==> src/rtl/rgbhsl_pkg.sv <==
`timescale 1ns / 1ps
// ----------------------------------------------------------------------------
// rgbhsl_pkg
// Shared widths, constants and the stage record for the rgb to hsl pipeline.
// ----------------------------------------------------------------------------
package rgbhsl_pkg;

    localparam int CH_W  = 8;    // pixel channel width, also divisor width
    localparam int QUO_W = 15;   // quotient bits, one per divider cell
    localparam int NUM_W = CH_W + QUO_W;
    localparam int OUT_W = 15;

    localparam int HUE_SIXTH = 3840;   // 60 degrees in 1/64 degree
    localparam int HUE_FULL  = 23040;  // 360 degrees
    localparam int PCT_SCALE = 25600;  // 100 percent in 1/256 percent

    // 12800/255 = 50 + 50/255, since 12800 = 50*256
    localparam int LIGHT_WHOLE = (PCT_SCALE / 2) / 255;

    // one request in flight between two cells; the *_w words hold
    // {partial remainder, numerator bits left, quotient bits so far}
    typedef struct packed {
        logic [NUM_W-1:0] hue_w;
        logic [NUM_W-1:0] sat_w;
        logic [OUT_W-1:0] lit;
        logic [CH_W-1:0]  hue_div;
        logic [CH_W-1:0]  sat_div;
        logic             gray;
    } stage_t;

endpackage

==> src/rtl/rgbhsl_prep.sv <==
`timescale 1ns / 1ps
// ----------------------------------------------------------------------------
// rgbhsl_prep
// Front stage: max/min, lightness, numerators and divisors for the quotients.
// ----------------------------------------------------------------------------
module rgbhsl_prep (
    input  logic                         clk,
    input  logic                         rst_n,
    input  logic                         en,
    input  logic                         in_valid,
    input  logic [rgbhsl_pkg::CH_W-1:0]  red,
    input  logic [rgbhsl_pkg::CH_W-1:0]  green,
    input  logic [rgbhsl_pkg::CH_W-1:0]  blue,
    output logic                         out_valid,
    output rgbhsl_pkg::stage_t           out_data
);
    import rgbhsl_pkg::*;

    logic                 valid_reg;
    stage_t               data_reg;
    stage_t               data_next;

    logic                 red_max;
    logic                 green_max;
    logic [CH_W-1:0]      mx;
    logic [CH_W-1:0]      mn;
    logic [CH_W-1:0]      d;
    logic [CH_W:0]        s;
    logic [CH_W-1:0]      den;
    logic [15:0]          sector_mul;
    logic signed [CH_W:0] x_s;
    logic signed [23:0]   x_ext;
    logic signed [23:0]   offs;
    logic [NUM_W-1:0]     base;
    logic signed [23:0]   hue_sum;
    logic signed [23:0]   hue_num;
    logic [OUT_W-1:0]     lit_x;
    logic [OUT_W-1:0]     lit_q;

    always_comb
    begin
        red_max   = (red >= green) && (red >= blue);
        green_max = !red_max && (green >= blue);

        mx = red;
        if (green > mx)
        begin
            mx = green;
        end
        if (blue > mx)
        begin
            mx = blue;
        end
        mn = red;
        if (green < mn)
        begin
            mn = green;
        end
        if (blue < mn)
        begin
            mn = blue;
        end
        d = mx - mn;
        s = {1'b0, mx} + {1'b0, mn};

        // distance from mid-gray picks the saturation divisor
        if (s <= (CH_W+1)'(255))
        begin
            den = s[CH_W-1:0];
        end
        else
        begin
            den = CH_W'((CH_W+1)'(510) - s);
        end

        priority if (red_max)
        begin
            sector_mul = 16'd0;
            x_s = $signed({1'b0, green}) - $signed({1'b0, blue});
        end
        else if (green_max)
        begin
            sector_mul = 16'(2 * HUE_SIXTH);
            x_s = $signed({1'b0, blue}) - $signed({1'b0, red});
        end
        else
        begin
            sector_mul = 16'(4 * HUE_SIXTH);
            x_s = $signed({1'b0, red}) - $signed({1'b0, green});
        end

        x_ext   = 24'(x_s);
        offs    = x_ext * 24'sd3840;
        base    = NUM_W'({8'd0, sector_mul} * {16'd0, d});
        hue_sum = $signed({1'b0, base}) + offs;
        // wrap a negative hue into the top sector
        if (hue_sum < 0)
        begin
            hue_num = hue_sum + $signed(24'(HUE_FULL * d));
        end
        else
        begin
            hue_num = hue_sum;
        end

        // lightness = 50*s + floor(50*s/255); x/255 as (x + x/256 + 1)/256
        lit_x = OUT_W'(LIGHT_WHOLE * s);
        lit_q = (lit_x + (lit_x >> 8) + OUT_W'(1)) >> 8;

        data_next.hue_w   = NUM_W'(hue_num);
        data_next.sat_w   = NUM_W'(PCT_SCALE * d);
        data_next.lit     = lit_x + lit_q;
        data_next.hue_div = d;
        data_next.sat_div = den;
        data_next.gray    = (d == '0);
    end

    always_ff @(posedge clk or negedge rst_n)
    begin
        if (!rst_n)
        begin
            valid_reg <= 1'b0;
        end
        else if (en)
        begin
            valid_reg <= in_valid;
        end
    end

    always_ff @(posedge clk)
    begin
        if (en)
        begin
            data_reg <= data_next;
        end
    end

    assign out_valid = valid_reg;
    assign out_data  = data_reg;

endmodule

==> src/rtl/rgbhsl_cell.sv <==
`timescale 1ns / 1ps
// ----------------------------------------------------------------------------
// rgbhsl_cell
// One restoring divider step on each of two lanes: one quotient bit each.
// ----------------------------------------------------------------------------
module rgbhsl_cell (
    input  logic               clk,
    input  logic               rst_n,
    input  logic               en,
    input  logic               in_valid,
    input  rgbhsl_pkg::stage_t in_data,
    output logic               out_valid,
    output rgbhsl_pkg::stage_t out_data
);
    import rgbhsl_pkg::*;

    logic   valid_reg;
    stage_t data_reg;
    stage_t data_next;

    function automatic logic [NUM_W-1:0] div_step(input logic [NUM_W-1:0] w,
                                                   input logic [CH_W-1:0]  dv);
        logic [CH_W:0] t;
        logic [CH_W:0] r;
        logic          ge;
        begin
            t  = {w[NUM_W-1:QUO_W], w[QUO_W-1]};
            ge = (t >= {1'b0, dv});
            r  = ge ? (t - {1'b0, dv}) : t;
            return {r[CH_W-1:0], w[QUO_W-2:0], ge};
        end
    endfunction

    always_comb
    begin
        data_next       = in_data;
        data_next.hue_w = div_step(in_data.hue_w, in_data.hue_div);
        data_next.sat_w = div_step(in_data.sat_w, in_data.sat_div);
    end

    always_ff @(posedge clk or negedge rst_n)
    begin
        if (!rst_n)
        begin
            valid_reg <= 1'b0;
        end
        else if (en)
        begin
            valid_reg <= in_valid;
        end
    end

    always_ff @(posedge clk)
    begin
        if (en)
        begin
            data_reg <= data_next;
        end
    end

    assign out_valid = valid_reg;
    assign out_data  = data_reg;

endmodule

==> src/rtl/rgb_to_hsl_converter.sv <==
`timescale 1ns / 1ps
// a result passes the front stage register, then the 15 cell registers in order
// throughput: one pixel per cycle unless stalled; each cell: one quotient bit per lane
// a stalled output holds the whole pipeline; bubbles are not squeezed out
// reset clears the valid bit of every stage; payload registers are not reset
// ----------------------------------------------------------------------------
// rgb_to_hsl_converter
// 8-bit RGB pixel to hue, saturation and lightness in fixed point.
// ----------------------------------------------------------------------------
module rgb_to_hsl_converter (
    input  logic                          clk,
    input  logic                          rst_n,
    input  logic                          in_valid,
    output logic                          in_ready,
    input  logic [rgbhsl_pkg::CH_W-1:0]   red,
    input  logic [rgbhsl_pkg::CH_W-1:0]   green,
    input  logic [rgbhsl_pkg::CH_W-1:0]   blue,
    output logic                          out_valid,
    input  logic                          out_ready,
    output logic [rgbhsl_pkg::OUT_W-1:0]  hue,
    output logic [rgbhsl_pkg::OUT_W-1:0]  saturation,
    output logic [rgbhsl_pkg::OUT_W-1:0]  lightness,
    output logic                          gray
);
    import rgbhsl_pkg::*;

    logic   en;
    logic   valid_chain [QUO_W+1];
    stage_t data_chain  [QUO_W+1];

    assign en       = out_ready || !out_valid;
    assign in_ready = en;

    rgbhsl_prep u_prep (
        .clk       (clk),
        .rst_n     (rst_n),
        .en        (en),
        .in_valid  (in_valid),
        .red       (red),
        .green     (green),
        .blue      (blue),
        .out_valid (valid_chain[0]),
        .out_data  (data_chain[0])
    );

    for (genvar i = 0; i < QUO_W; i++)
    begin : g_cell
        rgbhsl_cell u_cell (
            .clk       (clk),
            .rst_n     (rst_n),
            .en        (en),
            .in_valid  (valid_chain[i]),
            .in_data   (data_chain[i]),
            .out_valid (valid_chain[i+1]),
            .out_data  (data_chain[i+1])
        );
    end

    // quotients sit in the low bits once every cell has run
    assign out_valid  = valid_chain[QUO_W];
    assign gray       = data_chain[QUO_W].gray;
    assign hue        = gray ? '0 : data_chain[QUO_W].hue_w[OUT_W-1:0];
    assign saturation = gray ? '0 : data_chain[QUO_W].sat_w[OUT_W-1:0];
    assign lightness  = data_chain[QUO_W].lit;

    a_hue_range : assert property (@(posedge clk) disable iff (!rst_n)
        out_valid |-> (hue < OUT_W'(HUE_FULL)))
        else $error("hue out of range");

    a_sat_range : assert property (@(posedge clk) disable iff (!rst_n)
        out_valid |-> (saturation <= OUT_W'(PCT_SCALE)))
        else $error("saturation out of range");

    a_lit_range : assert property (@(posedge clk) disable iff (!rst_n)
        out_valid |-> (lightness <= OUT_W'(PCT_SCALE)))
        else $error("lightness out of range");

    a_gray_sat : assert property (@(posedge clk) disable iff (!rst_n)
        (out_valid && !gray) |-> (saturation != '0))
        else $error("colored pixel with zero saturation");

endmodule
==> config.mk <==
export PLATFORM = sky130hd
export DESIGN_NAME = rgb_to_hsl_converter
export DESIGN_NICKNAME = d
export VERILOG_FILES = /design/src/rtl/rgbhsl_pkg.sv /design/src/rtl/rgbhsl_prep.sv /design/src/rtl/rgbhsl_cell.sv /design/src/rtl/rgb_to_hsl_converter.sv
export SDC_FILE = /design/constraint.sdc
export NUM_CORES = 2
export LEC_CHECK = 0
export BUFFER_PORTS_ARGS = -buffer_cell sky130_fd_sc_hd__clkbuf_2
export CAP_MARGIN = 20
export CORE_UTILIZATION = 66
export CTS_BUF_LIST = sky130_fd_sc_hd__clkbuf_4
export CTS_CLUSTER_SIZE = 10
export DETAILED_ROUTE_END_ITERATION = 16
export GPL_TIMING_DRIVEN = 1
export HOLD_SLACK_MARGIN = 0.06
export PLACE_DENSITY = 0.93
export SKIP_LAST_GASP = 1
export SYNTH_ARGS = -nofsm -noshare
export SYNTH_HDL_FRONTEND = slang
export SYNTH_HIERARCHICAL = 1
export SYNTH_SLANG_ARGS = --single-unit
==> constraint.sdc <==
create_clock -name clk -period 41.9 [get_ports clk]
set_input_delay 4.19 -clock clk [delete_from_list [all_inputs] [get_ports clk]]
set_output_delay 4.19 -clock clk [all_outputs]
set_load 0.02 [all_outputs]
==> impl_metrics.py <==
metrics = {
    "grt": {
        "grt_overflow": 0,
        "first_global_vias": 38100,
        "grt_pass1_wl_mm": 186,
        "grtUsageTotal_pct": 25.3,
        "antenna_found_initial": 4,
        "grt_max_degree": 217,
    },
    "drt": {
        "dr_total_vias": 35900,
        "drt_pre_antenna_iters": 8,
        "ant_nets": 0,
        "finalWirelength_mm": 118,
        "drt_iter0_drc": 3366,
        "viasPerCell": 5.97,
        "drt-wirelength-per-cell_um": 19.6,
        "drc": 0,
    },
    "critical_path": {
        "critPathMaxFanout": 15,
        "path_common_cell": "ha_1",
        "cp_slowest_cell": "xor2_1",
        "endpoint_kind": "flop",
        "slowest_delay_ns": 0.59,
        "critical_path_class": "in2reg",
        "required_ns": 42.71,
        "startpoint_type": "primary input",
        "cp.arrival_ns": 15.43,
    },
    "floorplanning": {
        "rows": 110,
        "dieArea_um2": 92300,
        "start_util_pct": 66.7,
        "die_x_um": 304,
        "ios": 76,
        "core_um2": 90100,
        "die_h_um": 304,
    },
    "final_layout": {
        "fill_cells": 5209,
        "final_core_util_pct": 72.5,
        "num-nets-final": 5243,
        "multi_input_area_um2": 21500,
        "drive_gt1_share_pct": 17.0,
        "area_growth_pct": 8.64,
        "regArea_um2": 36300,
    },
    "cts": {
        "h-tree-depth": 5,
        "clockRootBuffer": "clkbuf_4",
        "cts_setup_buffers": 0,
        "cts_resized": 0,
        "clockBufferDepth": 4,
        "clock-sinks": 1210,
        "clk_latency_ns": 1.15,
        "cts_tree": "done",
        "cts_buffers": 293,
        "clkTransAtPathRegs_ns": 0.13,
        "postCtsHoldBufs": 0,
    },
    "synthesis": {
        "syn_area_um2": 60100,
        "syn_inst": 4302,
        "yosys_warnings": 6,
        "syn_avg_cell_area_um2": 14.0,
    },
    "timing": {
        "worst_pin_slew_ns": 1.12,
        "finalSetupViolCount": 0,
        "hold_viol": 0,
        "min_period_ns": 14.61,
        "skew_ns": 0.0830,
        "fmax_mhz": 68.4,
        "drv_slew": 0,
        "post-route-period-util_pct": 34.9,
        "setup-tns-final_ns": 0,
        "relSlewSlack_pct": 25.0,
        "rsz0062_at_grt": "false",
    },
    "flow_run": {
        "cap_violations": 0,
    },
    "hold_path": {
        "hold_path_class": "reg2reg",
    },
    "place": {
        "place.gp.congestion": 0.907,
        "dp_hpwl_mm": 75.9,
        "port_buffers": 75,
    },
    "run_status": {
        "status": "completed",
    },
}
-- area by class of cell --
type	instances	share of cell area, %
clock inverter	56	0.492
antenna	12	0.0460
clock buffer	413	4.75
sequential	1210	55.5
timing repair buffer	89	0.854
inverter	561	3.22
multi-input combinational	2496	32.9
tap	1176	2.25
-- metrics by stage --
step                      instances  cell area, um^2  hold WS (ns)  setup slack (ns)
after floorplan                4319            60200         0.400              4.63
after global placement         5530            61800         0.400             26.57
after detailed placement       5530            61800         0.405             26.37
after CTS                      5999            65200         0.367             27.56
after global routing           6013            65300         0.369             26.54
final                          6013            65300         0.368             27.29
-- registers in the layout (all words and copies together), names as in the netlist --
signal	cells
g_cell.u_cell/out_data	1138
u_prep/out_valid	1
g_cell.u_cell/out_valid	15
u_prep/out_data	56
-- final timing paths --
check	startpoint	to	slack, ns	depth (start not counted)
min reg2reg	g_cell[6].u_cell/out_data[32]$_DFFE_PP_	g_cell[7].u_cell/out_data[33]$_DFFE_PP_	0.37	0
max reg2reg	g_cell[14].u_cell/out_valid$_DFFE_PN0P_	g_cell[1].u_cell/out_data[66]$_DFFE_PP_	37.65	4
max in group asynchronous	rst_n	u_prep/out_valid$_DFFE_PN0P_	38.61	1
max	green[3]	u_prep/out_data[77]$_DFFE_PP_	27.29	53
min	g_cell[6].u_cell/out_data[32]$_DFFE_PP_	g_cell[7].u_cell/out_data[33]$_DFFE_PP_	0.37	0
min in group asynchronous	rst_n	g_cell[11].u_cell/out_valid$_DFFE_PN0P_	2.96	1
-- critical path, delay by kind of cell --
| family | cells | cell delay (ns) |
|---|---|---|
| buffers and inverters | 6 | 0.44 |
| adders and majority gates | 11 | 3.50 |
| xor gates and xnor gates | 5 | 1.18 |
| AOI/OAI and AO/OA | 17 | 2.99 |
| and+or+nand+nor | 12 | 2.34 |
| muxes | 2 | 0.80 |
-- routing by layer --
metal  GRT usage (%)  vias to the layer above  share of wire (%)
met3            5.56                      561                5.2
met2            47.4                     1556                 54
met5               0                        -              0.011
li1                -                    16600                  -
met1            25.2                    17100                 35
met4            15.7                        2                5.9
-- placed cells by master (no fill, tap or decap), types with 23 or more instances in the layout --
cell type,n
clkbuf_4,413
fa_1,84
nor2b_2,24
or2_2,23
inv_1,547
a21oi_1,205
nand2_1,148
mux2i_1,81
xnor2_1,141
clkinv_1,41
ha_1,480
o21bai_1,48
o21a_1,49
nand3_1,60
mux2_2,103
xor2_1,70
o21ai_1,37
nor3_1,57
nor2b_1,53
edfxtp_1,1194
o21ai_0,124
a21o_1,95
mux2_4,30
nor2_1,135
clkbuf_2,75
nand2b_1,47
o21ai_2,26
Power is left out: the tool's default activity adds up to more than one toggle a clock period on the data nets, which glitch-free logic cannot reach.
